File: src/sorted_record_table_top_defines.svh
`ifndef SORTED_RECORD_TABLE_TOP_DEFINES_SVH
`define SORTED_RECORD_TABLE_TOP_DEFINES_SVH

// check cons in the same cycle as ante
`define SRT_ASSERT_SAME(label, ante, cons) \
    label: assert property (@(posedge clk) disable iff (!rst_n) (ante) |-> (cons)) \
        else $error("srt: same-cycle check failed");

// check cons in the cycle after ante
`define SRT_ASSERT_NEXT(label, ante, cons) \
    label: assert property (@(posedge clk) disable iff (!rst_n) (ante) |=> (cons)) \
        else $error("srt: next-cycle check failed");

`endif

File: src/srt_pkg.sv
package srt_pkg;

    localparam int CAPACITY_DEF = 16;

    localparam int KEY_W   = 16;
    localparam int YEAR_W  = 14;
    localparam int MONTH_W = 4;
    localparam int DAY_W   = 5;
    localparam int STAT_W  = 3;
    localparam int CNT_W   = 5;
    localparam int REC_W   = KEY_W + YEAR_W + MONTH_W + DAY_W;

    typedef enum logic {
        OP_INSERT = 1'b0,
        OP_DELETE = 1'b1
    } op_t;

    typedef enum logic [STAT_W-1:0] {
        ST_INSERTED  = 3'd0,
        ST_DELETED   = 3'd1,
        ST_NOT_FOUND = 3'd2,
        ST_FULL      = 3'd3,
        ST_EMPTY     = 3'd4
    } status_t;

    typedef enum logic [1:0] {
        S_IDLE,
        S_INS,
        S_INS_PUT,
        S_DEL
    } state_t;

    typedef struct packed {
        logic [KEY_W-1:0]   key;
        logic [YEAR_W-1:0]  year;
        logic [MONTH_W-1:0] month;
        logic [DAY_W-1:0]   day;
    } record_t;

endpackage

File: src/sorted_record_table_top.sv
// channel | signals                                              | handshake
// --------+------------------------------------------------------+-------------------------
// command | operation record_key date_year date_month date_day   | start & !busy
// result  | status record_count                                  | done, one cycle, no stall
//
// Insert into a table of n records: done straight from idle when empty or full, else a walk
// down from the top, one entry read and moved per cycle through the record RAM port.
// Delete: done straight from idle when empty, else a scan of all n entries, one per cycle.
// The result word is registered from the last step; busy drops as it appears.
// Reset clears the fill count and control state only; RAM contents stay undefined.
// The receiver cannot stall: done is high for exactly one cycle per command word.
`include "sorted_record_table_top_defines.svh"

module sorted_record_table_top #(
    parameter int CAPACITY = srt_pkg::CAPACITY_DEF
) (
    input  logic                         clk,
    input  logic                         rst_n,
    input  logic                         start,
    output logic                         busy,
    input  logic                         operation,
    input  logic [srt_pkg::KEY_W-1:0]    record_key,
    input  logic [srt_pkg::YEAR_W-1:0]   date_year,
    input  logic [srt_pkg::MONTH_W-1:0]  date_month,
    input  logic [srt_pkg::DAY_W-1:0]    date_day,
    output logic                         done,
    output logic [srt_pkg::STAT_W-1:0]   status,
    output logic [srt_pkg::CNT_W-1:0]    record_count
);

    localparam int AW = $clog2(CAPACITY);
    localparam int CW = $clog2(CAPACITY + 1);

    srt_pkg::state_t  state_reg, state_next;
    logic [CW-1:0]    count_reg, count_next;
    logic [AW-1:0]    ptr_reg, ptr_next;
    logic             found_reg, found_next;
    srt_pkg::record_t new_rec_reg, new_rec_next;
    logic             done_reg, done_next;
    srt_pkg::status_t status_reg, status_next;

    logic             ram_we;
    logic [AW-1:0]    ram_waddr;
    srt_pkg::record_t ram_wdata;
    logic [AW-1:0]    ram_raddr;
    logic [srt_pkg::REC_W-1:0] ram_rdata;
    srt_pkg::record_t rd_rec;
    srt_pkg::record_t in_rec;

    logic             accept;
    logic             is_full;
    logic             is_empty;
    logic             ins_shift;
    logic             del_match;
    logic             del_last;
    logic [AW-1:0]    last_addr;

    srt_ram #(
        .WIDTH (srt_pkg::REC_W),
        .DEPTH (CAPACITY)
    ) u_ram (
        .clk   (clk),
        .we    (ram_we),
        .waddr (ram_waddr),
        .wdata (ram_wdata),
        .raddr (ram_raddr),
        .rdata (ram_rdata)
    );

    assign rd_rec    = srt_pkg::record_t'(ram_rdata);
    assign in_rec    = '{key: record_key, year: date_year, month: date_month, day: date_day};
    assign accept    = start && (state_reg == srt_pkg::S_IDLE);
    assign is_full   = (count_reg == CW'(CAPACITY));
    assign is_empty  = (count_reg == '0);
    assign last_addr = AW'(count_reg - 1'b1);
    assign ins_shift = (rd_rec.key >= new_rec_reg.key);
    assign del_match = !found_reg && (rd_rec.key == new_rec_reg.key);
    assign del_last  = (ptr_reg == last_addr);

    always_comb
    begin
        state_next = state_reg;
        case (state_reg)
            srt_pkg::S_IDLE:
            begin
                if (accept && !is_empty)
                begin
                    if (operation == srt_pkg::OP_DELETE)
                    begin
                        state_next = srt_pkg::S_DEL;
                    end
                    else if (!is_full)
                    begin
                        state_next = srt_pkg::S_INS;
                    end
                end
            end
            srt_pkg::S_INS:
            begin
                if (!ins_shift)
                begin
                    state_next = srt_pkg::S_IDLE;
                end
                else if (ptr_reg == AW'(1))
                begin
                    state_next = srt_pkg::S_INS_PUT;
                end
            end
            srt_pkg::S_INS_PUT:
            begin
                state_next = srt_pkg::S_IDLE;
            end
            srt_pkg::S_DEL:
            begin
                if (del_last)
                begin
                    state_next = srt_pkg::S_IDLE;
                end
            end
            default:
            begin
                state_next = srt_pkg::S_IDLE;
            end
        endcase
    end

    always_comb
    begin
        count_next   = count_reg;
        ptr_next     = ptr_reg;
        found_next   = found_reg;
        new_rec_next = new_rec_reg;
        done_next    = 1'b0;
        status_next  = status_reg;
        ram_we       = 1'b0;
        ram_waddr    = ptr_reg;
        ram_wdata    = new_rec_reg;
        ram_raddr    = ptr_reg;
        case (state_reg)
            srt_pkg::S_IDLE:
            begin
                if (accept)
                begin
                    new_rec_next = in_rec;
                    found_next   = 1'b0;
                    if (operation == srt_pkg::OP_DELETE)
                    begin
                        ptr_next  = '0;
                        ram_raddr = '0;
                        if (is_empty)
                        begin
                            done_next   = 1'b1;
                            status_next = srt_pkg::ST_EMPTY;
                        end
                    end
                    else if (is_full)
                    begin
                        done_next   = 1'b1;
                        status_next = srt_pkg::ST_FULL;
                    end
                    else if (is_empty)
                    begin
                        // drop straight into the first slot
                        ram_we      = 1'b1;
                        ram_waddr   = '0;
                        ram_wdata   = in_rec;
                        count_next  = CW'(1);
                        done_next   = 1'b1;
                        status_next = srt_pkg::ST_INSERTED;
                    end
                    else
                    begin
                        ptr_next  = AW'(count_reg);
                        ram_raddr = last_addr;
                    end
                end
            end
            srt_pkg::S_INS:
            begin
                ram_we    = 1'b1;
                ram_waddr = ptr_reg;
                if (ins_shift)
                begin
                    // move entry up one place, fetch the one below
                    ram_wdata = rd_rec;
                    ptr_next  = AW'(ptr_reg - 1'b1);
                    ram_raddr = AW'(ptr_reg - 2'd2);
                end
                else
                begin
                    ram_wdata   = new_rec_reg;
                    count_next  = CW'(count_reg + 1'b1);
                    done_next   = 1'b1;
                    status_next = srt_pkg::ST_INSERTED;
                end
            end
            srt_pkg::S_INS_PUT:
            begin
                ram_we      = 1'b1;
                ram_waddr   = ptr_reg;
                ram_wdata   = new_rec_reg;
                count_next  = CW'(count_reg + 1'b1);
                done_next   = 1'b1;
                status_next = srt_pkg::ST_INSERTED;
            end
            srt_pkg::S_DEL:
            begin
                // close the gap behind the deleted entry
                ram_we    = found_reg;
                ram_waddr = AW'(ptr_reg - 1'b1);
                ram_wdata = rd_rec;
                if (del_last)
                begin
                    done_next = 1'b1;
                    if (found_reg || del_match)
                    begin
                        count_next  = CW'(count_reg - 1'b1);
                        status_next = srt_pkg::ST_DELETED;
                    end
                    else
                    begin
                        status_next = srt_pkg::ST_NOT_FOUND;
                    end
                end
                else
                begin
                    ptr_next   = AW'(ptr_reg + 1'b1);
                    ram_raddr  = AW'(ptr_reg + 1'b1);
                    found_next = found_reg || del_match;
                end
            end
            default:
            begin
                done_next = 1'b0;
            end
        endcase
    end

    always_ff @(posedge clk or negedge rst_n)
    begin
        if (!rst_n)
        begin
            state_reg <= srt_pkg::S_IDLE;
            count_reg <= '0;
            found_reg <= 1'b0;
            done_reg  <= 1'b0;
        end
        else
        begin
            state_reg <= state_next;
            count_reg <= count_next;
            found_reg <= found_next;
            done_reg  <= done_next;
        end
    end

    always_ff @(posedge clk)
    begin
        ptr_reg     <= ptr_next;
        new_rec_reg <= new_rec_next;
        status_reg  <= status_next;
    end

    assign busy         = (state_reg != srt_pkg::S_IDLE);
    assign done         = done_reg;
    assign status       = status_reg;
    assign record_count = srt_pkg::CNT_W'(count_reg);

    `SRT_ASSERT_SAME(a_done_not_busy, done_reg, state_reg == srt_pkg::S_IDLE)
    `SRT_ASSERT_SAME(a_count_bound, 1'b1, count_reg <= CW'(CAPACITY))
    `SRT_ASSERT_SAME(a_busy_nonempty, state_reg != srt_pkg::S_IDLE, count_reg != '0)
    `SRT_ASSERT_NEXT(a_full_reject,
        accept && (operation == srt_pkg::OP_INSERT) && is_full,
        done_reg && (status_reg == srt_pkg::ST_FULL))
    `SRT_ASSERT_SAME(a_insert_count,
        done_reg && (status_reg == srt_pkg::ST_INSERTED),
        count_reg == CW'($past(count_reg) + 1'b1))

endmodule

File: src/srt_ram.sv
module srt_ram #(
    parameter int WIDTH = srt_pkg::REC_W,
    parameter int DEPTH = srt_pkg::CAPACITY_DEF
) (
    input  logic                     clk,
    input  logic                     we,
    input  logic [$clog2(DEPTH)-1:0] waddr,
    input  logic [WIDTH-1:0]         wdata,
    input  logic [$clog2(DEPTH)-1:0] raddr,
    output logic [WIDTH-1:0]         rdata
);

    logic [WIDTH-1:0] mem_reg [DEPTH];
    logic [WIDTH-1:0] rdata_reg;

    always_ff @(posedge clk)
    begin
        if (we)
        begin
            mem_reg[waddr] <= wdata;
        end
        rdata_reg <= mem_reg[raddr];
    end

    assign rdata = rdata_reg;

endmodule

File: config.mk
export PLATFORM = sky130hd
export DESIGN_NAME = sorted_record_table_top
export DESIGN_NICKNAME = d
export VERILOG_FILES = /design/src/srt_pkg.sv /design/src/sorted_record_table_top.sv /design/src/srt_ram.sv
export VERILOG_INCLUDE_DIRS = /design/src /design/src/src
export SDC_FILE = /design/constraint.sdc
export NUM_CORES = 1
export LEC_CHECK = 0
export BUFFER_PORTS_ARGS = -buffer_cell sky130_fd_sc_hd__buf_2
export CORE_UTILIZATION = 65
export DETAILED_ROUTE_END_ITERATION = 12
export MAX_ROUTING_LAYER = met4
export PLACE_DENSITY = 0.83
export SLEW_MARGIN = 5
export SYNTH_ARGS = -nofsm -noshare
export SYNTH_HDL_FRONTEND = slang
export SYNTH_SLANG_ARGS = --single-unit
File: constraint.sdc
create_clock -name clk -period 6.6 [get_ports clk]
set_input_delay 0.66 -clock clk [delete_from_list [all_inputs] [get_ports clk]]
set_output_delay 0.66 -clock clk [all_outputs]
set_load 0.01 [all_outputs]
# Word-level counts from Yosys, hierarchy flattened
# Memories as Yosys holds them, arrays and structs flattened. A register that Yosys moved wholly into a read port is not among the register bits.
# Index checks and enable logic that the tools add are counted.
[word_totals]
input_bits = 43
ramBits = 624
output_inout_bits = 10
elab_cells = 121
register_bits = 55
memories = 1
[op_classes]
eq_ne = 22
n_mux = 64
add_sub_neg = 5
n_lt_le_gt_ge = 1
n_reduce_logical = 18
[mem_list]
columns = ["name", "words", "word_bits", "read_ports", "rd_clocked_by_memory_dff", "wr", "line", "source"]
rows = [
  ["u_ram.mem_reg", 16, 39, 1, 1, 1, "srt_ram.sv:13", "logic [WIDTH-1:0] mem_reg [DEPTH];"],
]
[op_table]
columns = ["operator", "count"]
rows = [
  ["two-way mux 39 bit", 5],
  ["one-hot mux 39 bit (4 select lines)", 1],
  ["two-way mux 4 bit", 15],
  ["one-hot mux 4 bit (3 select lines)", 3],
  ["two-way mux 5 bit", 7],
  ["two-way mux 3 bit", 7],
  ["one-hot mux 5 bit (4 select lines)", 1],
  ["inequality test 2 bit, second input constant", 9],
  ["equality test 16 bit", 1],
  [">= comparator 16 bit", 1],
  ["inequality test 3 bit, second input constant", 5],
  ["two-way mux 2 bit", 7],
  ["two-way mux 1 bit", 13],
  ["one-hot mux 3 bit (4 select lines)", 1],
  ["AND reduction 5 bit", 2],
  ["one-hot mux 2 bit (4 select lines)", 1],
  ["AND reduction 7 bit", 1],
  ["adder 5 x 1 -> 5 bit, second input constant", 1],
  ["equality test 5 bit, second input constant", 1],
  ["zero test 5 bit", 1],
  ["subtractor 5 x 1 -> 5 bit, second input constant", 1],
  ["adder 4 x 1 -> 4 bit, second input constant", 1],
  ["equality test 2 bit, second input constant", 2],
  ["equality test 4 x 1 -> 1 bit, second input constant", 1],
  ["other kinds (18)", 22],
]

# Longest topological paths before layout
# Gate-level depths: netlist of run 1.
[logic_depth]
depth_word = 8
ltp_mapped = 15
depth_no_buf = 11

# Hierarchy
# A second synthesis of run 1 with hierarchy kept.
[hier_totals]
hier_cells = 1412
area_unflattened_um2 = 28258.4
[by_module_without_submodules]
columns = ["module", "n_inst", "area_per_inst_um2", "seq_area_each_um2", "cells_per_inst"]
rows = [
  ["srt_ram", 1, 24185.7, 19518.7, 1014],
  ["sorted_record_table_top", 1, 4072.7, 1606.5, 398],
]

# Least setup slack after synthesis of run 1
# No wires, ideal clock.
[synth_timing]
path_type = "flip-flop to flip-flop"
from = "register count_reg[0] (netlist: record_count[0])"
to = "memory u_ram.mem_reg[0][23] (netlist name), enable pin"
path_buffers = 3
required_ns = 6.212
setup_time_ns = 0.388
period_less_slack_ns = 3.400
arrival_ns = 3.012
path_slack_ns = 3.200
path_stages_with_launch = 11
path_cell_list = "dfrtp_1 -> buf_2 -> inv_1 -> ha_1 -> or3b_1 -> buf_4 -> or4_1 -> clkbuf_1 -> nor2_1 -> a21oi_1 -> nor2_1"
[synth_via]
elab_chain_cells = 8
word_cells_on_any_way = 14
classes_between = "eq/ne (1); mux (12); reduce/logical (1)"
[synth_rtl]
columns = ["item", "line", "source"]
rows = [
  ["start, declared", "sorted_record_table_top.sv:35", "logic [CW-1:0] count_reg, count_next;"],
  ["start signal, assigned", "sorted_record_table_top.sv:251", "count_reg <= count_next;"],
  ["zero test 5 bit", "sorted_record_table_top.sv:74", "assign is_empty = (count_reg == '0);"],
  ["two-way mux 1 bit", "sorted_record_table_top.sv:161", "else if (is_empty)"],
  ["two-way mux 1 bit", "sorted_record_table_top.sv:156", "else if (is_full)"],
  ["two-way mux 1 bit", "sorted_record_table_top.sv:146", "if (operation == srt_pkg::OP_DELETE)"],
  ["two-way mux 1 bit", "sorted_record_table_top.sv:142", "if (accept)"],
  ["one-hot mux 1 bit (3 select lines)", "sorted_record_table_top.sv:139", "case (state_reg)"],
  ["two-way mux 1 bit", "srt_ram.sv:18", "if (we)"],
  ["two-way mux 1 bit (not written as such)", "srt_ram.sv:20", "mem_reg[waddr] <= wdata;"],
  ["end, declared", "srt_ram.sv:13", ""],
]
# Several ways; a longest one is shown, not always the timed one.

# Worst setup path in the final report of run 1
[layout_timing]
from = "register count_reg[0] (netlist: record_count[0])"
to = "register u_ram.rdata_reg[31] (netlist: u_ram.rdata[31]) (read register of u_ram.mem_reg)"
[layout_via]
elab_chain_cells = 6
word_cells_on_any_way = 10
classes_between = "add/sub (1); eq/ne (2); mux (6); reduce/logical (1)"
[layout_rtl]
columns = ["item", "line", "source"]
rows = [
  ["subtractor 5 x 1 -> 5 bit / zero test 5 bit (equally long branches)", "-", ""],
  ["two-way mux 4 bit", "sorted_record_table_top.sv:161", ""],
  ["two-way mux 4 bit", "sorted_record_table_top.sv:156", ""],
  ["two-way mux 4 bit", "sorted_record_table_top.sv:146", ""],
  ["two-way mux 4 bit", "sorted_record_table_top.sv:142", ""],
  ["one-hot mux 4 bit (3 select lines) *", "sorted_record_table_top.sv:139", ""],
  ["end, declared", "srt_ram.sv:14", "logic [WIDTH-1:0] rdata_reg;"],
]
# Mark *: on every way between the ends. The rest lies on a longest branch, timed or not.
# A chain may end at the register's enable or synchronous reset.

==> reports/results.tsv, run 1 <==
stage	metric	value	unit
floorplanning	FP Rows	51	
timing	unrepaired setup endpoints after global routing	no	
worst_setup_path	WS Path Type	flop to flop	
global_route	GR met1 Demand/Resource	39.8	%
worst_setup_path	worst path cell trace	inv_1 > ha_1 > xor2_2 > xnor2_2 > nand4_4 > mux2_4 > a222oi_1 > buf_4 > mux4_2 > mux2i_1 > mux2i_1	
cts	CTS root buf	clkbuf_16	
cells_and_area	Antenna diodes	0	
pwr	leakage	5.25	nW
pwr	Switching Fraction	36.6	%
timing	final-report setup violation count	0	
floorplanning	io pins	53	
global_route	gr ovfl total	0	
worst_setup_path	worst r2r src	record_count[0]$_DFFE_PN0P_	
logic_synthesis	most common library cells after synthesis	edfxtp_1 (279), nand2_1 (61), mux4_2 (60)	
logic_synthesis	EDFF count, synth	279	
min_path	Worst Hold Launch	record_key[5]	
timing	Final Hold Fails	0	
worst_setup_path	worst-path maximum fanout	44	
global_route	first-pass GRT wire length	44.3	mm
cts	TritonCTS Buffers	28	
detailed_routing	wire per inst	27.1	µm
floorplanning	core area	19700	µm²
pwr	NetSw	2.96	mW
floorplanning	Die ar.	20800	µm²
timing	Peak Freq	0.224	GHz
cells_and_area	post-route cell area	14500	µm²
cts	clk_lat worst skew	0.56	ns
pwr	IR drop worst, VDD	0.340	mV
logic_synthesis	ys flop type	edfxtp_1	
worst_setup_path	Largest delay share family, worst path	multiplexers	
cts	CTS tree	yes	
cells_and_area	max reg flops	256	
logic_synthesis	Synth cell types	59	
min_path	Worst Hold Class	input pin to flop	
placement	placed cell areas	13500	µm²
logic_synthesis	area leader, netlist	edfxtp_1	
worst_setup_path	CP startpoint	record_count[0]$_DFFE_PN0P_	
pwr	Clk pwr share	19.3	%
cts	CTS resizes	0	
global_route	M3 GR Usage	4.97	%
detailed_routing	drt pass-1 iters	8	
placement	HPWL after DPL	17.2	mm
cells_and_area	Area Overhead vs Synth	9.87	%
logic_synthesis	synth top area cells	edfxtp_1 (64%), mux4_2 (10%), mux2i_1 (4.2%)	
placement	gp weighted congestion	0.894	
timing	Least-Margin Pin Slew	1.36	ns
worst_setup_path	Critical Path AT	4.88	ns
detailed_routing	post-route antenna net violation count	0	
worst_setup_path	startpoint types	flop	
run	max cap viols	0	
logic_synthesis	Mapped Cells	773	
global_route	vias in the first global route	7620	
cts	# H-tree levels	1	
pwr	Flop pwr share	36.9	%
logic_synthesis	async set-reset flop share out of synthesis	2.96	%
timing	max-slew violations	0	
detailed_routing	drc violations	0	
outcome	run status	complete, no violations	
cts	clk sinks	304	
pwr	Internal Power	5.13	mW
detailed_routing	via/cell ratio	6.76	
cells_and_area	share of layout cells above drive strength 1	20.2	%
logic_synthesis	post-synthesis net count	845	
timing	Post-Route Setup TNS	0	ns
logic_synthesis	Mapped Area	13200	µm²
cts	Reg clk slew, reported paths	0.06	ns
logic_synthesis	YS warnings	0	
worst_setup_path	delay of the slowest critical-path stage	0.79	ns
logic_synthesis	Avg Cell Area, Syn	17.0	µm²
detailed_routing	Total Wirelength	29.9	mm
cts	CTS Buffer Depth	3	
timing	slew margin rel.	9.36	%
global_route	antenna violations before repair	0	
detailed_routing	drt first-iter violations	694	
timing	Setup Skew	0.0208	ns
cells_and_area	final net count	890	
pwr	power per cell area	560	nW/µm²
worst_setup_path	kind of end point of the critical path	flop	
worst_setup_path	crit path buf inv count	2	
logic_synthesis	Seq cells post-synth	304	
timing	clock period minus worst slack	4.46	ns
global_route	largest net degree at the start of global routing	65	
floorplanning	die height	144	µm
cts	post-CTS setup buffers	0	
logic_synthesis	top-area cell type share of the netlist area	63.7	%
global_route	layer carrying the most global-route usage	met2	
worst_setup_path	most frequent cell on the critical path	mux2i_1	
pwr	Logic pwr share	43.8	%
logic_synthesis	most numerous cell in the Yosys netlist	edfxtp_1	
floorplanning	Die Span X	144	µm
floorplanning	starting utilization of the core area	66.9	%
global_route	overall routing resource usage	31.2	%
placement	I/O Buffers	29	
timing	Tcrit/Tclk final	67.6	%
detailed_routing	Vias	7470	
worst_setup_path	Worst EP required	7.02	ns
logic_synthesis	sequential area share after synthesis	67.8	%
worst_setup_path	Critical Path Slowest Stage Cell	buf_4	
global_route	met2 GRT Util	49.6	%
-- power by group through the flow --
| stage | logic, mW | clock network, mW | registers, mW |
|---|---|---|---|
| 6_report | 3.54 | 1.56 | 2.99 |
| 5_1_grt | 3.81 | 1.65 | 3.01 |
| 4_1_cts | 3.53 | 1.57 | 2.98 |
| 3_5_place_dp | 3.44 | 0 | 3.01 |
| 3_3_place_gp | 3.30 | 0 | 2.98 |
| 2_1_floorplan | 2.78 | 0 | 2.91 |
-- repair_timing --
item,4_1_cts,5_1_grt
hold endpoints to repair,9,0
hold buffers,1,0
setup endpoints to repair,0,0
-- cells by family (layout without fill, tap and decap cells) --
logic type      after synthesis  in the layout  synth area share (%)
compound gates              100            100                  5.22
xor+xnor                     12             12                 0.970
fa+ha+maj                    29             29                  2.76
buf+inv                      73            140                  3.21
flops                       304            304                  67.8
mux                         122            122                  15.5
simple gates                133            133                  4.47
-- worst register-to-register path: stages (launching register included) --
cell      delay [ns]
dfrtp_1         0.57
inv_1           0.17
ha_1            0.28
xor2_2          0.32
xnor2_2         0.18
nand4_4         0.21
mux2_4          0.34
a222oi_1        0.50
buf_4           0.79
mux4_2          0.64
mux2i_1         0.20
mux2i_1         0.14
-- layer usage --
| layer | vias up | part of all wire, % |
|---|---|---|
| li1 | 3130 | - |
| met5 | - | 0 |
| met2 | 488 | 49 |
| met3 | 118 | 9.5 |
| met4 | 0 | 4.3 |
| met1 | 3734 | 37 |
-- through the flow --
stage | std cells | hold slack [ns] | worst slack, ns | util, % | total power [mW]
after floorplan | 773 | 0.364 | 3.20 | - | 5.70
after global placement | 1052 | 0.513 | 2.33 | 68.9 | 6.28
after detailed placement | 1052 | 0.518 | 2.18 | 68.9 | 6.46
after CTS | 1105 | 0.290 | 2.13 | 73.5 | 8.08
final | 1105 | 0.305 | 2.14 | 73.5 | 8.09
after global routing | 1105 | 0.290 | 1.77 | 73.5 | 8.47
-- cell type report --
class                      instances  area (µm²)
inverter                          33         124
clock buffer                      38         758
fill                            1171        5200
multi-input combinational        396        3840
tap                              265         332
clock inverter                    14         138
timing repair buffer              55         343
sequential                       304        8920
-- worst paths after layout --
| path | end | depth (start not counted) | slack (ns) |
|---|---|---|---|
| min in group asynchronous | record_count[4]$_DFFE_PN0P_ | 2 | 0.49 |
| setup reg to reg | u_ram.rdata[31]$_DFF_P_ | 11 | 2.14 |
| setup / recovery | u_ram.rdata[31]$_DFF_P_ | 11 | 2.14 |
| hold reg to reg | state_reg[0]$_DFFE_PN0P_ | 2 | 0.64 |
| max in group asynchronous | done$_DFF_PN0_ | 2 | 5.94 |
| hold / removal | new_rec_reg[28]$_DFFE_PP_ | 1 | 0.31 |
-- placed cells by master, fill, tap and decap left out, types with 5 or more instances in the layout --
cell       count
nor3_1        10
a21oi_1       24
ha_1          29
clkbuf_16     28
edfxtp_1     279
dfrtp_1        9
dfxtp_1       16
clkbuf_1       8
mux4_2        60
o21ai_0       17
inv_1         32
clkinv_1       6
nor2_1        37
a22oi_1       18
mux2i_1       55
clkinv_2       5
nand3_1        7
nand2_1       61
xor2_1         5
buf_4         25
buf_2         29
Power figures use the tool's default switching activity.
==> run 2: changes to the inputs <==
--- a/config.mk
+++ b/config.mk
@@ -6,11 +6,12 @@
 export SDC_FILE = /design/constraint.sdc
 export NUM_CORES = 1
 export LEC_CHECK = 0
+export ABC_AREA = 1
 export BUFFER_PORTS_ARGS = -buffer_cell sky130_fd_sc_hd__buf_2
-export CORE_UTILIZATION = 65
+export CORE_UTILIZATION = 62
 export DETAILED_ROUTE_END_ITERATION = 12
 export MAX_ROUTING_LAYER = met4
-export PLACE_DENSITY = 0.83
+export PLACE_DENSITY = 0.8
 export SLEW_MARGIN = 5
 export SYNTH_ARGS = -nofsm -noshare
 export SYNTH_HDL_FRONTEND = slang
==> constraint.sdc (replaced) <==
create_clock -name clk -period 4.2 [get_ports clk]
set_input_delay 0.42 -clock clk [delete_from_list [all_inputs] [get_ports clk]]
set_output_delay 0.42 -clock clk [all_outputs]
set_load 0.01 [all_outputs]
==> run 2 against run 1 <==
Global-route usage grew 0.45 points; sequential share of layout area shrank 7.9 points; first-iteration DRC count increased by 73%; critical path depth up 7; setup slack got worse by 1.4 ns; die area is 17% higher; hold slack worse by 0.27 ns; clock skew is 0.0094 ns lower; critical endpoint is now u_ram.rdata[33]$_DFF_P_; routed wire length rose by 23%; design area increased by 15%; clock-buffer cell count is 5 lower.
==> reports/results.tsv, run 2 <==
stage	metric	value	unit	change
outcome	run status	complete, no violations		
global_route	overall routing resource usage	31.6	%	+0.45 points
timing	clock period minus worst slack	3.50	ns	-0.956 ns
cts	CTS Buffer Depth	3		unchanged
floorplanning	core area	23400	µm²	+19%
run	max cap viols	0		unchanged
logic_synthesis	Synth cell types	39		-34%
cts	CTS tree	yes		
global_route	vias in the first global route	10600		+39%
timing	unrepaired setup endpoints after global routing	no		
cts	CTS root buf	clkbuf_16		
detailed_routing	Vias	11100		+49%
placement	gp weighted congestion	0.883		-1.3%
global_route	gr ovfl total	0		unchanged
floorplanning	Die ar.	24400	µm²	+17%
cells_and_area	Area Overhead vs Synth	12.3	%	
timing	Peak Freq	0.285	GHz	+27%
cells_and_area	most frequent cells in the layout	nand2_1 (607), edfxtp_1 (279), inv_1 (226)		
timing	max-slew violations	0		unchanged
worst_setup_path	startpoint types	flop		
worst_setup_path	Worst EP required	4.62	ns	-2.40 ns
timing	slew margin rel.	12.1	%	+2.7 points
floorplanning	Die Span X	156	µm	+8.3%
global_route	antenna violations before repair	0		unchanged
cts	Reg clk slew, reported paths	0.07	ns	about the same
floorplanning	die height	156	µm	+8.3%
detailed_routing	drc violations	0		unchanged
logic_synthesis	async set-reset flop share out of synthesis	2.96	%	unchanged
cells_and_area	Antenna diodes	0		unchanged
logic_synthesis	Mapped Area	14800	µm²	+12%
worst_setup_path	delay of the slowest critical-path stage	0.45	ns	-0.34 ns
cts	clk sinks	304		unchanged
logic_synthesis	YS warnings	0		unchanged
detailed_routing	via/cell ratio	5.56		-18%
detailed_routing	post-route antenna net violation count	0		unchanged
timing	Post-Route Setup TNS	0	ns	unchanged
cts	TritonCTS Buffers	31		+11%
cts	clk_lat worst skew	0.58	ns	+0.02 ns
cells_and_area	max reg flops	256		unchanged
logic_synthesis	EDFF count, synth	279		unchanged
min_path	Worst Hold Class	input pin to flop		
placement	I/O Buffers	29		unchanged
cells_and_area	most common cell after layout, fill and taps aside	nand2_1		
worst_setup_path	Critical Path Slowest Stage Cell	dfrtp_1		
detailed_routing	drt pass-1 iters	5		-3
logic_synthesis	Mapped Cells	1608		+110%
worst_setup_path	R2R setup slack	0.70	ns	-1.44 ns
cells_and_area	filler cell count	1700		+45%
worst_setup_path	most frequent cell on the critical path	nand2_1		
floorplanning	FP Rows	56		+9.8%
detailed_routing	Total Wirelength	36.7	mm	+23%
global_route	first-pass GRT wire length	56.3	mm	+27%
logic_synthesis	synth top area cells	edfxtp_1 (57%), nand2_1 (15%), inv_1 (5.7%)		
worst_setup_path	Critical Path AT	3.93	ns	-0.95 ns
floorplanning	io pins	53		unchanged
timing	final-report setup violation count	0		unchanged
worst_setup_path	worst path cell trace	inv_1 > ha_1 > inv_1 > nand2_1 > nand3_1 > nor2_4 > nand2_4 > nand3_1 > nand2_1 > nand2_4 > nand2_4 > buf_4 > o21ai_0 > nand2_1 > nand3_1 > nand2_1 > nand2_1 > nand2_1		
logic_synthesis	Seq cells post-synth	304		unchanged
logic_synthesis	sequential area share after synthesis	60.5	%	-7.4 points
logic_synthesis	post-synthesis net count	1680		+99%
worst_setup_path	WS Path Type	flop to flop		
logic_synthesis	top-area cell type share of the netlist area	56.8	%	-6.9 points
cells_and_area	multi-input logic area	4580	µm²	+19%
worst_setup_path	kind of end point of the critical path	flop		
logic_synthesis	Avg Cell Area, Syn	9.18	µm²	-46%
logic_synthesis	most common library cells after synthesis	nand2_1 (608), edfxtp_1 (279), inv_1 (226)		
cells_and_area	Seq. cell area	8920	µm²	unchanged
floorplanning	starting utilization of the core area	63.0	%	-3.9 points
timing	Least-Margin Pin Slew	1.31	ns	-0.0457 ns
worst_setup_path	worst-path maximum fanout	35		-20%
timing	Tcrit/Tclk final	83.4	%	+16 points
timing	Final Hold Fails	0		unchanged
logic_synthesis	ys flop type	edfxtp_1		
global_route	largest net degree at the start of global routing	68		+4.6%
timing	Setup Skew	0.0113	ns	-0.00945 ns
logic_synthesis	most numerous cell in the Yosys netlist	nand2_1		
cts	# H-tree levels	1		unchanged
cells_and_area	share of layout cells above drive strength 1	10.4	%	-9.9 points
detailed_routing	drt first-iter violations	1200		+73%
detailed_routing	wire per inst	18.4	µm	-32%
cells_and_area	final net count	1726		+94%
placement	HPWL after DPL	21.7	mm	+26%
logic_synthesis	area leader, netlist	edfxtp_1		
==> run 2: metrics by stage <==
| stage | area (µm²) | instances | setup slack [ns] | hold slack (ns) | utilization, % |
|---|---|---|---|---|---|
| 2_1_floorplan | 14800 | 1608 | 1.24 | 0.124 | - |
| 6_report | 16600 | 1998 | 0.695 | 0.0314 | 70.8 |
| 3_5_place_dp | 15400 | 1939 | 0.787 | 0.286 | 65.9 |
| 5_1_grt | 16600 | 1998 | 0.426 | 0.0330 | 70.8 |
| 3_3_place_gp | 15400 | 1939 | 0.864 | 0.280 | 65.9 |
| 4_1_cts | 16600 | 1998 | 0.769 | 0.0228 | 70.8 |
==> run 2: timing repair <==
action,CTS,global route
hold endpoints to repair,9,0
hold buffers,1,0
resized for setup,0,0
buffers inserted,0,0
==> run 2: layer usage <==
layer | vias up | part of all wire (%) | track usage, %
li1 | 5294 | - | -
met1 | 5085 | 39 | 39.7
met2 | 605 | 47 | 50.7
met3 | 115 | 10 | 5.23
met4 | 0 | 4.0 | 14.0
met5 | - | 0 | -
==> run 2: cell families (layout without fill, tap and decap cells) <==
logic type	after synthesis	after routing	share of synthesized area, %
xor+xnor	4	4	0.237
buf+inv	311	382	8.79
compound gates	123	123	4.81
fa+ha+maj	29	29	2.46
flops	304	304	60.5
simple gates	837	837	23.2
==> run 2: cell type report <==
type | instances | area share (%)
Inverter | 242 | 5.48
Clock buffer | 33 | 4.79
Tap cell | 319 | 2.41
Sequential cell | 304 | 53.8
Multi-Input combinational cell | 993 | 27.6
Timing Repair Buffer | 82 | 3.67
Clock inverter | 25 | 2.17
==> run 2: worst paths after layout <==
check | start | endpoint | depth (start not counted)
max in group asynchronous | rst_n | record_count[3]$_DFFE_PN0P_ | 2
max | record_count[1]$_DFFE_PN0P_ | u_ram.rdata[33]$_DFF_P_ | 18
min in group asynchronous | rst_n | done$_DFF_PN0_ | 2
min | record_key[3] | new_rec_reg[26]$_DFFE_PP_ | 1
max reg2reg | record_count[1]$_DFFE_PN0P_ | u_ram.rdata[33]$_DFF_P_ | 18
min reg2reg | state_reg[0]$_DFFE_PN0P_ | state_reg[0]$_DFFE_PN0P_ | 2
==> run 2: critical path, delay by kind of cell, from the launching register on <==
kind	cells	cell delay (ns)
and+or+nand+nor	13	1.76
buffers and inverters	3	0.55
DFF	1	0.45
adders and majority gates	1	0.36
AOI/OAI and AO/OA	1	0.19
Power of run 2 is left out: the tool's default activity adds up to more than one toggle a clock period on the data nets, which glitch-free logic cannot reach.
